File: src/sv/pst_pkg.sv
`timescale 1ns / 1ps
// ----------------------------------------------------------------------------
// pst_pkg
// Shared types and constants of the pulse rate and stability detector.
// ----------------------------------------------------------------------------
package pst_pkg;

  // Field widths of the stream beats and of the configuration registers.
  localparam int unsigned SAMPLE_W = 12;
  localparam int unsigned TIME_W   = 32;
  localparam int unsigned CFG_W    = 12;
  localparam int unsigned BPM_W    = 8;
  localparam int unsigned STAB_W   = 16;
  localparam int unsigned APB_AW   = 4;
  localparam int unsigned APB_DW   = 32;

  // Register reset values.
  localparam logic [CFG_W-1:0] THRESHOLD_RST = 12'd550;
  localparam logic [CFG_W-1:0] MARGIN_RST    = 12'd50;
  localparam logic [CFG_W-1:0] MIN_IVL_RST   = 12'd300;
  localparam logic [CFG_W-1:0] MAX_IVL_RST   = 12'd2000;

  // Arithmetic constants.
  localparam int unsigned BPM_DIVIDEND = 60000;
  localparam int unsigned BPM_MAX      = 255;
  localparam int unsigned STAB_SCALE   = 1280;
  localparam int unsigned STAB_SCALE_W = 11;
  localparam int unsigned STAB_ONE     = 32768;
  localparam logic [STAB_W-1:0] STAB_RST = 16'd16384;

  // Register map, index = paddr[3:2].
  typedef enum logic [1:0] {
    REG_THRESHOLD = 2'd0,
    REG_MARGIN    = 2'd1,
    REG_MIN_IVL   = 2'd2,
    REG_MAX_IVL   = 2'd3
  } pst_reg_e;

  // Sequencer states.
  typedef enum logic [2:0] {
    ST_IDLE,
    ST_DIV_BPM,
    ST_SWEEP,
    ST_MUL,
    ST_ROOT_START,
    ST_ROOT,
    ST_DIV_STAB,
    ST_FINISH
  } pst_state_e;

endpackage

File: src/sv/pst_stream_if.sv
`timescale 1ns / 1ps
// ----------------------------------------------------------------------------
// pst_stream_if
// Valid/ready channels for sensor samples and detector results.
// ----------------------------------------------------------------------------
interface pst_in_if;
  import pst_pkg::*;

  logic                valid;
  logic                ready;
  logic [SAMPLE_W-1:0] sample;
  logic [TIME_W-1:0]   time_ms;

  modport source (output valid, output sample, output time_ms, input ready);
  modport sink   (input valid, input sample, input time_ms, output ready);
endinterface

interface pst_out_if;
  import pst_pkg::*;

  logic              valid;
  logic              ready;
  logic              beat_seen;
  logic              interval_valid;
  logic [BPM_W-1:0]  bpm;
  logic [STAB_W-1:0] stability;
  logic              stability_ready;

  modport source (output valid, output beat_seen, output interval_valid, output bpm,
                  output stability, output stability_ready, input ready);
  modport sink   (input valid, input beat_seen, input interval_valid, input bpm,
                  input stability, input stability_ready, output ready);
endinterface

File: src/sv/pst_ram.sv
`timescale 1ns / 1ps
// ----------------------------------------------------------------------------
// pst_ram
// Simple dual-port RAM, one write and one registered read port.
// ----------------------------------------------------------------------------
module pst_ram #(
  parameter int unsigned WIDTH = 12,
  parameter int unsigned DEPTH = 8
) (
  input  logic                     clk_i,
  input  logic                     we_i,
  input  logic [$clog2(DEPTH)-1:0] waddr_i,
  input  logic [WIDTH-1:0]         wdata_i,
  input  logic                     re_i,
  input  logic [$clog2(DEPTH)-1:0] raddr_i,
  output logic [WIDTH-1:0]         rdata_o
);

  logic [WIDTH-1:0] mem_q [DEPTH];
  logic [WIDTH-1:0] rdata_q;

  // Write port and registered read port.
  always_ff @(posedge clk_i) begin
    if (we_i) begin
      mem_q[waddr_i] <= wdata_i;
    end
    if (re_i) begin
      rdata_q <= mem_q[raddr_i];
    end
  end

  assign rdata_o = rdata_q;

endmodule

File: src/sv/pst_div.sv
`timescale 1ns / 1ps
// ----------------------------------------------------------------------------
// pst_div
// Iterative restoring divider, one quotient bit per cycle.
// ----------------------------------------------------------------------------
module pst_div #(
  parameter int unsigned DVD_W = 35,
  parameter int unsigned DVS_W = 15
) (
  input  logic             clk_i,
  input  logic             rst_ni,
  input  logic             start_i,
  input  logic [DVD_W-1:0] dividend_i,
  input  logic [DVS_W-1:0] divisor_i,
  output logic             busy_o,
  output logic             done_o,
  output logic [DVD_W-1:0] quot_o
);

  localparam int unsigned CNT_W = $clog2(DVD_W + 1);

  logic [CNT_W-1:0] cnt_q, cnt_d;
  logic             busy_q, busy_d;
  logic             done_q, done_d;
  logic [DVD_W-1:0] dq_q, dq_d;
  logic [DVS_W-1:0] rem_q, rem_d;
  logic [DVS_W-1:0] dvs_q, dvs_d;
  logic [DVS_W:0]   trial;
  logic [DVS_W:0]   diff;

  // One shift-subtract step: the dividend shifts out the top while the
  // quotient shifts in at the bottom.
  assign trial = {rem_q, dq_q[DVD_W-1]};
  assign diff  = trial - {1'b0, dvs_q};

  always_comb begin
    cnt_d  = cnt_q;
    busy_d = busy_q;
    done_d = 1'b0;
    dq_d   = dq_q;
    rem_d  = rem_q;
    dvs_d  = dvs_q;
    if (start_i) begin
      cnt_d  = CNT_W'(DVD_W);
      busy_d = 1'b1;
      dq_d   = dividend_i;
      rem_d  = '0;
      dvs_d  = divisor_i;
    end else if (busy_q) begin
      if (trial >= {1'b0, dvs_q}) begin
        rem_d = diff[DVS_W-1:0];
        dq_d  = {dq_q[DVD_W-2:0], 1'b1};
      end else begin
        rem_d = trial[DVS_W-1:0];
        dq_d  = {dq_q[DVD_W-2:0], 1'b0};
      end
      cnt_d = cnt_q - CNT_W'(1);
      if (cnt_q == CNT_W'(1)) begin
        busy_d = 1'b0;
        done_d = 1'b1;
      end
    end
  end

  // Control state.
  always_ff @(posedge clk_i or negedge rst_ni) begin
    if (!rst_ni) begin
      cnt_q  <= '0;
      busy_q <= 1'b0;
      done_q <= 1'b0;
    end else begin
      cnt_q  <= cnt_d;
      busy_q <= busy_d;
      done_q <= done_d;
    end
  end

  // Operand and partial result registers.
  always_ff @(posedge clk_i) begin
    dq_q  <= dq_d;
    rem_q <= rem_d;
    dvs_q <= dvs_d;
  end

  assign busy_o = busy_q;
  assign done_o = done_q;
  assign quot_o = dq_q;

endmodule

File: src/sv/pst_sqrt.sv
`timescale 1ns / 1ps
// ----------------------------------------------------------------------------
// pst_sqrt
// Iterative integer square root, one root bit per cycle.
// ----------------------------------------------------------------------------
module pst_sqrt #(
  parameter int unsigned RAD_W = 48
) (
  input  logic               clk_i,
  input  logic               rst_ni,
  input  logic               start_i,
  input  logic [RAD_W-1:0]   rad_i,
  output logic               busy_o,
  output logic               done_o,
  output logic [RAD_W/2-1:0] root_o
);

  localparam int unsigned R_W   = RAD_W / 2;
  localparam int unsigned CNT_W = $clog2(R_W + 1);

  logic [CNT_W-1:0] cnt_q, cnt_d;
  logic             busy_q, busy_d;
  logic             done_q, done_d;
  logic [RAD_W-1:0] rad_q, rad_d;
  logic [R_W+1:0]   rem_q, rem_d;
  logic [R_W-1:0]   root_q, root_d;
  logic [R_W+1:0]   rem_sh;
  logic [R_W+1:0]   trial;

  // Bring down the next two radicand bits and try root*4+1.
  assign rem_sh = {rem_q[R_W-1:0], rad_q[RAD_W-1:RAD_W-2]};
  assign trial  = {root_q, 2'b01};

  always_comb begin
    cnt_d  = cnt_q;
    busy_d = busy_q;
    done_d = 1'b0;
    rad_d  = rad_q;
    rem_d  = rem_q;
    root_d = root_q;
    if (start_i) begin
      cnt_d  = CNT_W'(R_W);
      busy_d = 1'b1;
      rad_d  = rad_i;
      rem_d  = '0;
      root_d = '0;
    end else if (busy_q) begin
      rad_d = {rad_q[RAD_W-3:0], 2'b00};
      if (rem_sh >= trial) begin
        rem_d  = rem_sh - trial;
        root_d = {root_q[R_W-2:0], 1'b1};
      end else begin
        rem_d  = rem_sh;
        root_d = {root_q[R_W-2:0], 1'b0};
      end
      cnt_d = cnt_q - CNT_W'(1);
      if (cnt_q == CNT_W'(1)) begin
        busy_d = 1'b0;
        done_d = 1'b1;
      end
    end
  end

  // Control state.
  always_ff @(posedge clk_i or negedge rst_ni) begin
    if (!rst_ni) begin
      cnt_q  <= '0;
      busy_q <= 1'b0;
      done_q <= 1'b0;
    end else begin
      cnt_q  <= cnt_d;
      busy_q <= busy_d;
      done_q <= done_d;
    end
  end

  // Working registers.
  always_ff @(posedge clk_i) begin
    rad_q  <= rad_d;
    rem_q  <= rem_d;
    root_q <= root_d;
  end

  assign busy_o = busy_q;
  assign done_o = done_q;
  assign root_o = root_q;

endmodule

File: src/sv/pulse_rate_and_stability.sv
`timescale 1ns / 1ps
// ----------------------------------------------------------------------------
// pulse_rate_and_stability
// Threshold beat detector with rate and beat-interval regularity figures.
// ----------------------------------------------------------------------------
// Usage:
//   in_ch carries one sensor sample and its millisecond timestamp per beat;
//   out_ch returns exactly one result beat for every input beat, in order.
//   Write registers over the APB port only while the block is idle (unenforced).
// Processing:
//   A sample that does not start a beat with an in-window interval is
//   answered directly; its result is in the output register the cycle after.
//   A valid beat runs one divide for the rate. Once the history is full it
//   also sweeps the interval RAM, forms the variance term, takes a square
//   root and runs a second divide on the shared divider. No new sample is
//   taken until the run has finished.
// Reset:
//   Registers take their reset values, the rate reads 0 and the stability
//   0.5. The interval RAM is not cleared: it is only summed once every entry
//   has been written, so no clearing pass is needed.
// Backpressure:
//   A finished result waits in the output register; in_ch.ready stays low
//   during a run and while a result waits, save in the cycle it leaves.
// ----------------------------------------------------------------------------
module pulse_rate_and_stability #(
  parameter int unsigned HISTORY_LEN = 8
) (
  input  logic                        clk_i,
  input  logic                        rst_ni,
  // Configuration port.
  input  logic                        psel,
  input  logic                        penable,
  input  logic                        pwrite,
  input  logic [pst_pkg::APB_AW-1:0]  paddr,
  input  logic [pst_pkg::APB_DW-1:0]  pwdata,
  output logic [pst_pkg::APB_DW-1:0]  prdata,
  output logic                        pready,
  // Streams.
  pst_in_if.sink                      in_ch,
  pst_out_if.source                   out_ch
);

  import pst_pkg::*;

  // Widths derived from the history depth.
  localparam int unsigned IDX_W  = $clog2(HISTORY_LEN);
  localparam int unsigned CNT_W  = $clog2(HISTORY_LEN + 1);
  localparam int unsigned IVL_W  = CFG_W;
  localparam int unsigned SUM_W  = IVL_W + $clog2(HISTORY_LEN);
  localparam int unsigned Q_W    = 2 * IVL_W + $clog2(HISTORY_LEN);
  localparam int unsigned NQ_W   = Q_W + $clog2(HISTORY_LEN + 1);
  localparam int unsigned RAD_W  = NQ_W + 16 + (NQ_W % 2);
  localparam int unsigned R_W    = RAD_W / 2;
  localparam int unsigned DVD_W  = R_W + STAB_SCALE_W;

  pst_state_e state_q, state_d;

  // Configuration registers.
  logic [CFG_W-1:0]  thr_q, thr_d;
  logic [CFG_W-1:0]  margin_q, margin_d;
  logic [CFG_W-1:0]  min_ivl_q, min_ivl_d;
  logic [CFG_W-1:0]  max_ivl_q, max_ivl_d;

  // Detector state.
  logic              above_q, above_d;
  logic [TIME_W-1:0] last_ms_q, last_ms_d;
  logic [BPM_W-1:0]  rate_q, rate_d;
  logic [STAB_W-1:0] stab_q, stab_d;
  logic [IDX_W-1:0]  ptr_q, ptr_d;
  logic [CNT_W-1:0]  fill_q, fill_d;

  // Sweep and arithmetic working registers.
  logic [CNT_W-1:0]  cnt_q, cnt_d;
  logic              rdv_q, rdv_d;
  logic [IVL_W-1:0]  ivl_q, ivl_d;
  logic [SUM_W-1:0]  sum_q, sum_d;
  logic [Q_W-1:0]    sq_q, sq_d;
  logic [NQ_W-1:0]   nq_q, nq_d;
  logic [NQ_W-1:0]   ss_q, ss_d;

  // Output register.
  logic              out_valid_q, out_valid_d;
  logic              out_beat_q, out_beat_d;
  logic              out_ivalid_q, out_ivalid_d;
  logic [BPM_W-1:0]  out_bpm_q, out_bpm_d;
  logic [STAB_W-1:0] out_stab_q, out_stab_d;
  logic              out_srdy_q, out_srdy_d;

  // Unit hookups.
  logic              ram_we, ram_re;
  logic [IDX_W-1:0]  ram_raddr;
  logic [IVL_W-1:0]  ram_rdata;
  logic              div_start, div_busy, div_done;
  logic [DVD_W-1:0]  div_dividend, div_quot;
  logic [SUM_W-1:0]  div_divisor;
  logic              sqrt_start, sqrt_busy, sqrt_done;
  logic [RAD_W-1:0]  sqrt_rad;
  logic [R_W-1:0]    sqrt_root;

  // Per-sample decisions.
  logic              in_acc, out_free, cfg_wr;
  logic              beat, rearm, ivl_ok, hist_full;
  logic [TIME_W-1:0] ivl32;
  logic [2*IVL_W-1:0] xx;
  logic [NQ_W-1:0]   var_diff;

  assign pready   = 1'b1;
  assign cfg_wr   = psel && penable && pwrite;
  assign out_free = !out_valid_q || out_ch.ready;
  assign in_ch.ready = (state_q == ST_IDLE) && out_free;
  assign in_acc   = in_ch.valid && in_ch.ready;

  // Beat detection; the re-arm level test is done as sample + margin < thr.
  assign beat  = (in_ch.sample > thr_q) && !above_q;
  assign rearm = ({1'b0, in_ch.sample} + {1'b0, margin_q}) < {1'b0, thr_q};
  assign ivl32 = in_ch.time_ms - last_ms_q;
  assign ivl_ok = (ivl32 > TIME_W'(min_ivl_q)) && (ivl32 < TIME_W'(max_ivl_q));
  assign hist_full = (fill_q == CNT_W'(HISTORY_LEN));

  // Square term of the sweep and the variance term N*Q - S*S.
  assign xx       = (2*IVL_W)'(ram_rdata) * (2*IVL_W)'(ram_rdata);
  assign var_diff = (nq_q > ss_q) ? (nq_q - ss_q) : '0;

  // Register read-back.
  always_comb begin
    unique case (pst_reg_e'(paddr[3:2]))
      REG_THRESHOLD: prdata = APB_DW'(thr_q);
      REG_MARGIN:    prdata = APB_DW'(margin_q);
      REG_MIN_IVL:   prdata = APB_DW'(min_ivl_q);
      REG_MAX_IVL:   prdata = APB_DW'(max_ivl_q);
    endcase
  end

  // Register writes.
  always_comb begin
    thr_d     = thr_q;
    margin_d  = margin_q;
    min_ivl_d = min_ivl_q;
    max_ivl_d = max_ivl_q;
    if (cfg_wr) begin
      unique case (pst_reg_e'(paddr[3:2]))
        REG_THRESHOLD: thr_d     = pwdata[CFG_W-1:0];
        REG_MARGIN:    margin_d  = pwdata[CFG_W-1:0];
        REG_MIN_IVL:   min_ivl_d = pwdata[CFG_W-1:0];
        REG_MAX_IVL:   max_ivl_d = pwdata[CFG_W-1:0];
      endcase
    end
  end

  // Sequencer: next state, unit controls and datapath updates.
  always_comb begin
    state_d      = state_q;
    above_d      = above_q;
    last_ms_d    = last_ms_q;
    rate_d       = rate_q;
    stab_d       = stab_q;
    ptr_d        = ptr_q;
    fill_d       = fill_q;
    cnt_d        = cnt_q;
    rdv_d        = 1'b0;
    ivl_d        = ivl_q;
    sum_d        = sum_q;
    sq_d         = sq_q;
    nq_d         = nq_q;
    ss_d         = ss_q;
    out_valid_d  = out_valid_q && !out_ch.ready;
    out_beat_d   = out_beat_q;
    out_ivalid_d = out_ivalid_q;
    out_bpm_d    = out_bpm_q;
    out_stab_d   = out_stab_q;
    out_srdy_d   = out_srdy_q;
    ram_we       = 1'b0;
    ram_re       = 1'b0;
    ram_raddr    = cnt_q[IDX_W-1:0];
    div_start    = 1'b0;
    div_dividend = DVD_W'(BPM_DIVIDEND);
    div_divisor  = SUM_W'(ivl32[IVL_W-1:0]);
    sqrt_start   = 1'b0;
    sqrt_rad     = RAD_W'({var_diff, 16'h0000});

    unique case (state_q)
      ST_IDLE: begin
        if (in_acc) begin
          if (beat) begin
            above_d   = 1'b1;
            last_ms_d = in_ch.time_ms;
          end else if (rearm) begin
            above_d = 1'b0;
          end
          if (beat && ivl_ok) begin
            // Valid beat: the rate divide starts right away.
            ivl_d     = ivl32[IVL_W-1:0];
            div_start = 1'b1;
            state_d   = ST_DIV_BPM;
          end else begin
            out_valid_d  = 1'b1;
            out_beat_d   = beat;
            out_ivalid_d = 1'b0;
            out_bpm_d    = rate_q;
            out_stab_d   = stab_q;
            out_srdy_d   = hist_full;
          end
        end
      end

      ST_DIV_BPM: begin
        if (div_done) begin
          rate_d = (div_quot > DVD_W'(BPM_MAX)) ? BPM_W'(BPM_MAX) : div_quot[BPM_W-1:0];
          ram_we = 1'b1;
          ptr_d  = (ptr_q == IDX_W'(HISTORY_LEN - 1)) ? '0 : ptr_q + IDX_W'(1);
          if (!hist_full) begin
            fill_d = fill_q + CNT_W'(1);
          end
          if (fill_q >= CNT_W'(HISTORY_LEN - 1)) begin
            cnt_d   = '0;
            sum_d   = '0;
            sq_d    = '0;
            state_d = ST_SWEEP;
          end else begin
            state_d = ST_FINISH;
          end
        end
      end

      ST_SWEEP: begin
        // Issue one RAM read per cycle; accumulate each read word in the cycle after.
        if (cnt_q != CNT_W'(HISTORY_LEN)) begin
          ram_re = 1'b1;
          rdv_d  = 1'b1;
          cnt_d  = cnt_q + CNT_W'(1);
        end
        if (rdv_q) begin
          sum_d = sum_q + SUM_W'(ram_rdata);
          sq_d  = sq_q + Q_W'(xx);
          if (cnt_q == CNT_W'(HISTORY_LEN)) begin
            state_d = ST_MUL;
          end
        end
      end

      ST_MUL: begin
        nq_d    = NQ_W'(sq_q) * NQ_W'(HISTORY_LEN);
        ss_d    = NQ_W'(sum_q) * NQ_W'(sum_q);
        state_d = ST_ROOT_START;
      end

      ST_ROOT_START: begin
        sqrt_start = 1'b1;
        state_d    = ST_ROOT;
      end

      ST_ROOT: begin
        if (sqrt_done) begin
          div_start    = 1'b1;
          div_dividend = DVD_W'(sqrt_root) * DVD_W'(STAB_SCALE);
          div_divisor  = (sum_q == '0) ? SUM_W'(1) : sum_q;
          state_d      = ST_DIV_STAB;
        end
      end

      ST_DIV_STAB: begin
        if (div_done) begin
          stab_d  = (div_quot >= DVD_W'(STAB_ONE)) ? '0 :
                    STAB_W'(STAB_ONE) - div_quot[STAB_W-1:0];
          state_d = ST_FINISH;
        end
      end

      ST_FINISH: begin
        if (out_free) begin
          out_valid_d  = 1'b1;
          out_beat_d   = 1'b1;
          out_ivalid_d = 1'b1;
          out_bpm_d    = rate_q;
          out_stab_d   = stab_q;
          out_srdy_d   = hist_full;
          state_d      = ST_IDLE;
        end
      end

      default: state_d = ST_IDLE;
    endcase
  end

  // Control and detector state.
  always_ff @(posedge clk_i or negedge rst_ni) begin
    if (!rst_ni) begin
      state_q     <= ST_IDLE;
      thr_q       <= THRESHOLD_RST;
      margin_q    <= MARGIN_RST;
      min_ivl_q   <= MIN_IVL_RST;
      max_ivl_q   <= MAX_IVL_RST;
      above_q     <= 1'b0;
      last_ms_q   <= '0;
      rate_q      <= '0;
      stab_q      <= STAB_RST;
      ptr_q       <= '0;
      fill_q      <= '0;
      cnt_q       <= '0;
      rdv_q       <= 1'b0;
      out_valid_q <= 1'b0;
    end else begin
      state_q     <= state_d;
      thr_q       <= thr_d;
      margin_q    <= margin_d;
      min_ivl_q   <= min_ivl_d;
      max_ivl_q   <= max_ivl_d;
      above_q     <= above_d;
      last_ms_q   <= last_ms_d;
      rate_q      <= rate_d;
      stab_q      <= stab_d;
      ptr_q       <= ptr_d;
      fill_q      <= fill_d;
      cnt_q       <= cnt_d;
      rdv_q       <= rdv_d;
      out_valid_q <= out_valid_d;
    end
  end

  // Payload registers.
  always_ff @(posedge clk_i) begin
    ivl_q        <= ivl_d;
    sum_q        <= sum_d;
    sq_q         <= sq_d;
    nq_q         <= nq_d;
    ss_q         <= ss_d;
    out_beat_q   <= out_beat_d;
    out_ivalid_q <= out_ivalid_d;
    out_bpm_q    <= out_bpm_d;
    out_stab_q   <= out_stab_d;
    out_srdy_q   <= out_srdy_d;
  end

  assign out_ch.valid           = out_valid_q;
  assign out_ch.beat_seen       = out_beat_q;
  assign out_ch.interval_valid  = out_ivalid_q;
  assign out_ch.bpm             = out_bpm_q;
  assign out_ch.stability       = out_stab_q;
  assign out_ch.stability_ready = out_srdy_q;

  // Interval history.
  pst_ram #(
    .WIDTH (IVL_W),
    .DEPTH (HISTORY_LEN)
  ) u_ring (
    .clk_i   (clk_i),
    .we_i    (ram_we),
    .waddr_i (ptr_q),
    .wdata_i (ivl_q),
    .re_i    (ram_re),
    .raddr_i (ram_raddr),
    .rdata_o (ram_rdata)
  );

  // Divider shared by the rate and the stability ratio.
  pst_div #(
    .DVD_W (DVD_W),
    .DVS_W (SUM_W)
  ) u_div (
    .clk_i      (clk_i),
    .rst_ni     (rst_ni),
    .start_i    (div_start),
    .dividend_i (div_dividend),
    .divisor_i  (div_divisor),
    .busy_o     (div_busy),
    .done_o     (div_done),
    .quot_o     (div_quot)
  );

  // Square root of the scaled variance term.
  pst_sqrt #(
    .RAD_W (RAD_W)
  ) u_sqrt (
    .clk_i   (clk_i),
    .rst_ni  (rst_ni),
    .start_i (sqrt_start),
    .rad_i   (sqrt_rad),
    .busy_o  (sqrt_busy),
    .done_o  (sqrt_done),
    .root_o  (sqrt_root)
  );

  // The divider and the square-root unit never run together.
  assert property (@(posedge clk_i) disable iff (!rst_ni) !(div_busy && sqrt_busy))
    else $error("divider and square root busy at the same time");

  // Every accepted sample either produces a result at once or starts a run.
  assert property (@(posedge clk_i) disable iff (!rst_ni)
    in_acc |=> (out_ch.valid || state_q != ST_IDLE))
    else $error("accepted sample produced neither a result nor a run");

  // Each history write advances the ring pointer.
  assert property (@(posedge clk_i) disable iff (!rst_ni)
    ram_we |=> (ptr_q != $past(ptr_q)))
    else $error("ring pointer did not advance after a history write");

  // The stability figure stays within Q1.15 range.
  assert property (@(posedge clk_i) disable iff (!rst_ni)
    stab_q <= STAB_W'(STAB_ONE))
    else $error("stability figure out of range");

endmodule
File: src/flat_wrapper.sv
// flat-port wrapper written by rule: the top's interface ports become plain ports
module pulse_rate_and_stability_flat import pst_pkg::*;
#(
  parameter int unsigned HISTORY_LEN = 8
)
  (clk_i, rst_ni, psel, penable, pwrite, paddr, pwdata, prdata, pready, in_ch_valid, in_ch_sample, in_ch_time_ms, in_ch_ready, out_ch_valid, out_ch_beat_seen, out_ch_interval_valid, out_ch_bpm, out_ch_stability, out_ch_stability_ready, out_ch_ready);
  pst_in_if in_ch_i ();
  pst_out_if out_ch_i ();
  input  logic clk_i;
  input  logic rst_ni;
  input  logic psel;
  input  logic penable;
  input  logic pwrite;
  input  logic [pst_pkg::APB_AW-1:0] paddr;
  input  logic [pst_pkg::APB_DW-1:0] pwdata;
  output logic [pst_pkg::APB_DW-1:0] prdata;
  output logic pready;
  input wire logic [$bits(in_ch_i.valid)-1:0] in_ch_valid;
  input wire logic [$bits(in_ch_i.sample)-1:0] in_ch_sample;
  input wire logic [$bits(in_ch_i.time_ms)-1:0] in_ch_time_ms;
  output wire logic [$bits(in_ch_i.ready)-1:0] in_ch_ready;
  output wire logic [$bits(out_ch_i.valid)-1:0] out_ch_valid;
  output wire logic [$bits(out_ch_i.beat_seen)-1:0] out_ch_beat_seen;
  output wire logic [$bits(out_ch_i.interval_valid)-1:0] out_ch_interval_valid;
  output wire logic [$bits(out_ch_i.bpm)-1:0] out_ch_bpm;
  output wire logic [$bits(out_ch_i.stability)-1:0] out_ch_stability;
  output wire logic [$bits(out_ch_i.stability_ready)-1:0] out_ch_stability_ready;
  input wire logic [$bits(out_ch_i.ready)-1:0] out_ch_ready;
  assign in_ch_i.valid = in_ch_valid;
  assign in_ch_i.sample = in_ch_sample;
  assign in_ch_i.time_ms = in_ch_time_ms;
  assign in_ch_ready = in_ch_i.ready;
  assign out_ch_valid = out_ch_i.valid;
  assign out_ch_beat_seen = out_ch_i.beat_seen;
  assign out_ch_interval_valid = out_ch_i.interval_valid;
  assign out_ch_bpm = out_ch_i.bpm;
  assign out_ch_stability = out_ch_i.stability;
  assign out_ch_stability_ready = out_ch_i.stability_ready;
  assign out_ch_i.ready = out_ch_ready;
  pulse_rate_and_stability #(.HISTORY_LEN(HISTORY_LEN)) u_core (.clk_i(clk_i), .rst_ni(rst_ni), .psel(psel), .penable(penable), .pwrite(pwrite), .paddr(paddr), .pwdata(pwdata), .prdata(prdata), .pready(pready), .in_ch(in_ch_i), .out_ch(out_ch_i));
endmodule
File: config.mk
export PLATFORM = sky130hd
export DESIGN_NAME = pulse_rate_and_stability_flat
export DESIGN_NICKNAME = d
export VERILOG_FILES = /design/src/sv/pst_pkg.sv /design/src/sv/pst_stream_if.sv /design/src/sv/pst_ram.sv /design/src/sv/pst_div.sv /design/src/sv/pst_sqrt.sv /design/src/sv/pulse_rate_and_stability.sv /design/src/flat_wrapper.sv
export SDC_FILE = /design/constraint.sdc
export NUM_CORES = 2
export LEC_CHECK = 0
export ABC_CLOCK_PERIOD_IN_PS = 15550
export BUFFER_PORTS_ARGS = -buffer_cell sky130_fd_sc_hd__buf_4
export CORE_ASPECT_RATIO = 0.75
export CORE_MARGIN = 1
export CORE_UTILIZATION = 65
export DETAILED_ROUTE_END_ITERATION = 7
export PLACE_DENSITY = 0.83
export SYNTH_ARGS = -nofsm -noshare
export SYNTH_HDL_FRONTEND = slang
export SYNTH_SLANG_ARGS = --single-unit
File: constraint.sdc
create_clock -name clk_i -period 15.55 [get_ports clk_i]
set_input_delay 0.7775 -clock clk_i [delete_from_list [all_inputs] [get_ports clk_i]]
set_output_delay 0.7775 -clock clk_i [all_outputs]
set_load 0.005 [all_outputs]
==> metrics.txt <==
# TYPE chip_impl_metric gauge
chip_impl_info{name="run_status",value="completed"} 1
chip_impl_metric{name="remaining_drc_errors",unit=""} 0
chip_impl_metric{name="finalSetupTns",unit="ns"} 0
chip_impl_metric{name="cts_hold_buf",unit=""} 0
chip_impl_metric{name="hold_viol_final",unit=""} 0
chip_impl_metric{name="max_slew_margin_vs_limit",unit="%"} 12.3
chip_impl_metric{name="finalSetupViolations",unit=""} 0
chip_impl_metric{name="timing.final.max_slew_violations",unit=""} 0
chip_impl_info{name="worstSetupEndpointType",value="flip-flop"} 1
chip_impl_metric{name="detail_route.wl_per_cell",unit="um"} 19.1
chip_impl_metric{name="ys.warnings.count",unit=""} 0
chip_impl_metric{name="half_perimeter_wire_length_after_detailed_placement",unit="um"} 65300
chip_impl_metric{name="antenna_found_initial",unit=""} 3
chip_impl_metric{name="grt.total_usage",unit="%"} 30.2
chip_impl_metric{name="arrival_time_at_the_worst_endpoint",unit="ns"} 8.06
chip_impl_metric{name="largest_stage_delay_worst_path",unit="ns"} 0.81
chip_impl_metric{name="synth-edff-count",unit=""} 325
chip_impl_metric{name="std_cell_rows",unit=""} 78
chip_impl_metric{name="synth_area",unit="sq um"} 39900
chip_impl_metric{name="vias_in_the_first_global_route",unit=""} 28700
chip_impl_metric{name="htree_levels",unit=""} 2
chip_impl_metric{name="number_of_sinks_handled_by_clock_tree_synthesis",unit=""} 525
chip_impl_metric{name="fmax",unit="MHz"} 130
chip_impl_info{name="layout.cells.most_common_list",value="sky130_fd_sc_hd__inv_1, sky130_fd_sc_hd__ha_1, sky130_fd_sc_hd__edfxtp_1, sky130_fd_sc_hd__nand2_1, sky130_fd_sc_hd__fa_1"} 1
chip_impl_metric{name="globalRouteOverflowTotal",unit=""} 0
chip_impl_metric{name="die_y",unit="um"} 217
chip_impl_metric{name="design.die.area",unit="sq um"} 62400
chip_impl_metric{name="drt-initial-drc-count",unit=""} 2506
chip_impl_metric{name="layout-drive-gt1-share",unit="%"} 9.65
chip_impl_metric{name="post-route-period-util",unit="%"} 49.6
chip_impl_metric{name="avgViaCountPerCell",unit=""} 6.05
chip_impl_info{name="worst_path_cell_trace",value="inv_1 -> nor2_1 -> inv_1 -> fa_1 -> fa_1 -> inv_1 -> fa_1 -> inv_1 -> fa_1 -> inv_1 -> fa_1 -> inv_1 -> fa_1 -> inv_1 -> ha_1 -> o21a_1 -> o21a_1 -> o41a_1 -> a311o_1 -> a41o_1 -> a2111oi_0 -> o21bai_1 -> a21oi_1 -> xnor2_1"} 1
chip_impl_metric{name="synthesis.instances",unit=""} 3889
chip_impl_metric{name="drt-pass1-iter-count",unit=""} 5
chip_impl_info{name="ys_dominant_reg_cell",value="sky130_fd_sc_hd__edfxtp_1"} 1
chip_impl_metric{name="route.final.wire_length",unit="um"} 91800
chip_impl_metric{name="clock_insertion_delay_worst_skew",unit="ns"} 0.61
chip_impl_metric{name="ant_nets",unit=""} 0
chip_impl_metric{name="start_util",unit="%"} 65.9
chip_impl_metric{name="vias",unit=""} 29000
chip_impl_metric{name="synth-seq-area-share",unit="%"} 36.3
chip_impl_metric{name="timing.hold.ws",unit="ns"} 0.233
chip_impl_metric{name="core_area",unit="sq um"} 60500
chip_impl_metric{name="worstMarginPinSlew",unit="ns"} 1.31
chip_impl_info{name="timing.critical_path.slowest_stage_cell",value="sky130_fd_sc_hd__edfxtp_1"} 1
chip_impl_metric{name="layout_area_overhead",unit="%"} 8.35
chip_impl_info{name="timing.hold.worst.class",value="in -> async"} 1
chip_impl_metric{name="fin_skew",unit="ns"} 0.0247
chip_impl_metric{name="n_fill_cell",unit=""} 4228
chip_impl_metric{name="critical_path_required",unit="ns"} 15.90
chip_impl_metric{name="max_cap_violations",unit=""} 0
chip_impl_metric{name="grt_pass1_wl",unit="um"} 150000
chip_impl_metric{name="finalWeightedCongestion",unit=""} 0.921
chip_impl_metric{name="dieWidth",unit="um"} 288
chip_impl_info{name="grt_setup_unrepaired",value="false"} 1
chip_impl_metric{name="clk_pin_slew",unit="ns"} 0.06
chip_impl_metric{name="cts_inserted_buffers",unit=""} 52
chip_impl_metric{name="final_stage_net_count",unit=""} 4672
chip_impl_metric{name="post-cts-setup-buffer-count",unit=""} 0
chip_impl_metric{name="numPortBuffers",unit=""} 105
chip_impl_info{name="busiest_layer_in_global_routing",value="met2"} 1
chip_impl_metric{name="post_cts_resize_count",unit=""} 0
chip_impl_info{name="critPathKind",value="reg -> reg"} 1
chip_impl_metric{name="ioPinCount",unit=""} 149
chip_impl_metric{name="period_minus_slack",unit="ns"} 7.71
chip_impl_info{name="cts_root_buf",value="sky130_fd_sc_hd__clkbuf_16"} 1
chip_impl_metric{name="use_met3",unit="%"} 3.66
chip_impl_metric{name="postSynthAreaPerCell",unit="sq um"} 10.3
chip_impl_metric{name="grt_max_degree",unit=""} 88
chip_impl_metric{name="synth.lib_cells_used.distinct",unit=""} 84
chip_impl_info{name="cp_dominant_cell_by_count",value="sky130_fd_sc_hd__inv_1"} 1
chip_impl_metric{name="critPathMaxFanout",unit=""} 13
chip_impl_metric{name="asyncSetResetFlopFracSynth",unit="%"} 25.9
chip_impl_metric{name="ys_seq_elements",unit=""} 525
chip_impl_metric{name="grt_use_met2",unit="%"} 46.8
chip_impl_info{name="layout.cells.most_common",value="sky130_fd_sc_hd__inv_1"} 1
chip_impl_metric{name="global_route.usage.met1",unit="%"} 45.2
chip_impl_info{name="clock_tree_from_tritoncts",value="built"} 1
chip_impl_info{name="critical_path.startpoint_type",value="flip-flop"} 1
chip_impl_metric{name="cts-root-to-sink-buffers",unit=""} 3
==> logic make-up after synthesis <==
kind of cell             count (synthesis)  share of synthesized area (%)
AO/OA/AOI/OAI                          717                           11.8
XOR/XNOR                               185                           4.06
adder cells (fa/ha/maj)                628                           24.3
buffers and inverters                  742                           7.30
flip-flops                             525                           36.3
multiplexers                           144                           4.93
other                                    2                         0.0188
AND/OR/NAND/NOR                        946                           11.3
==> per-layer routing <==
metal | wire length [um] | vias to the layer above
li1 | - | 13500
met1 | 41000 | 14300
met2 | 41900 | 1111
met3 | 6920 | 155
met4 | 1990 | 0
met5 | 0 | -
==> synthesized netlist by cell type (24+ instances only) <==
cell type	number	area (sq um)
sky130_fd_sc_hd__nand2b_1	24	150
sky130_fd_sc_hd__nand2_1	297	1110
sky130_fd_sc_hd__dfrtp_1	118	2950
sky130_fd_sc_hd__a21o_1	74	556
sky130_fd_sc_hd__nor2_1	230	863
sky130_fd_sc_hd__xnor2_1	105	920
sky130_fd_sc_hd__a22o_1	32	280
sky130_fd_sc_hd__nor2b_1	32	200
sky130_fd_sc_hd__mux2i_1	48	480
sky130_fd_sc_hd__nor4_1	26	163
sky130_fd_sc_hd__fa_1	244	4880
sky130_fd_sc_hd__and3_1	26	163
sky130_fd_sc_hd__o21ai_0	169	846
sky130_fd_sc_hd__buf_4	25	188
sky130_fd_sc_hd__xor2_1	80	701
sky130_fd_sc_hd__inv_1	593	2230
sky130_fd_sc_hd__clkbuf_1	97	364
sky130_fd_sc_hd__a21oi_1	185	926
sky130_fd_sc_hd__nand3_1	49	245
sky130_fd_sc_hd__ha_1	384	4800
sky130_fd_sc_hd__nand4_1	26	163
sky130_fd_sc_hd__nor3_1	69	345
sky130_fd_sc_hd__o21a_1	29	218
sky130_fd_sc_hd__edfxtp_1	325	9760
sky130_fd_sc_hd__dfxtp_1	64	1280
sky130_fd_sc_hd__mux2_2	60	676
sky130_fd_sc_hd__mux4_2	36	811
sky130_fd_sc_hd__and2_1	90	563
==> per-stage QoR <==
step	util [%]	setup WS, ns	std cells	area [sq um]
after floorplan	-	8.88	3908	40000
after CTS	71.4	7.94	4799	43200
after global routing	71.4	7.43	4801	43200
after global placement	68.5	8.09	4703	41400
after detailed placement	68.5	7.99	4703	41400
final	71.4	7.84	4802	43200
==> final timing paths <==
kind / end / from / cells past startpoint / slack (ns)
hold reg to reg: u_core.out_ch.stability[10] / u_core.stab_q[10] / 0 / 0.45
min in group clk_i: u_core.last_ms_q[17] / in_ch_time_ms[17] / 3 / 0.38
max in group asynchronous: u_core.stab_q[10] / rst_ni / 2 / 14.09
setup / recovery: u_core.ss_q[29] / u_core.sum_q[1] / 24 / 7.84
hold / removal: u_core.ptr_q[1] / rst_ni / 1 / 0.23
setup reg to reg: u_core.ss_q[29] / u_core.sum_q[1] / 24 / 7.84
==> critical path, delay by kind of cell, from the launching register on <==
family | cells | cell delay (ns)
xor gates and xnor gates | 1 | 0.08
buffers and inverters | 7 | 0.78
adders and majority gates | 7 | 3.42
and+or+nand+nor | 1 | 0.25
DFF | 1 | 0.81
AOI/OAI and AO/OA | 8 | 2.11
==> flip-flops by register name, indices dropped and copies added (netlist names), 15 cells and up <==
register,count
u_core.ss_q,29
u_core.u_div.dvs_q,15
u_core.sum_q,15
u_core.stab_q,16
u_core.last_ms_q,32
u_core.nq_q,27
u_core.sq_q,27
u_core.u_div.quot_o,35
u_core.u_sqrt.rad_q,31
u_core.out_ch.stability,16
u_core.u_div.rem_q,15
u_core.u_sqrt.rem_q,24
u_core.u_ring.mem_q,96
u_core.u_sqrt.root_o,24
==> area by class of cell <==
cell class	instances	area, sq um	area share, %
Timing Repair Buffer	143	1080	2.49
Inverter	594	2230	5.16
Multi-Input combinational cell	2641	22600	52.4
Antenna cell	3	7.51	0.0174
Tap cell	800	1000	2.32
Sequential cell	525	14500	33.5
Clock buffer	74	1520	3.52
Clock inverter	22	263	0.608
Power is not shown: default switching activity piles up to over one toggle a cycle in this logic, so the estimate is an artifact.
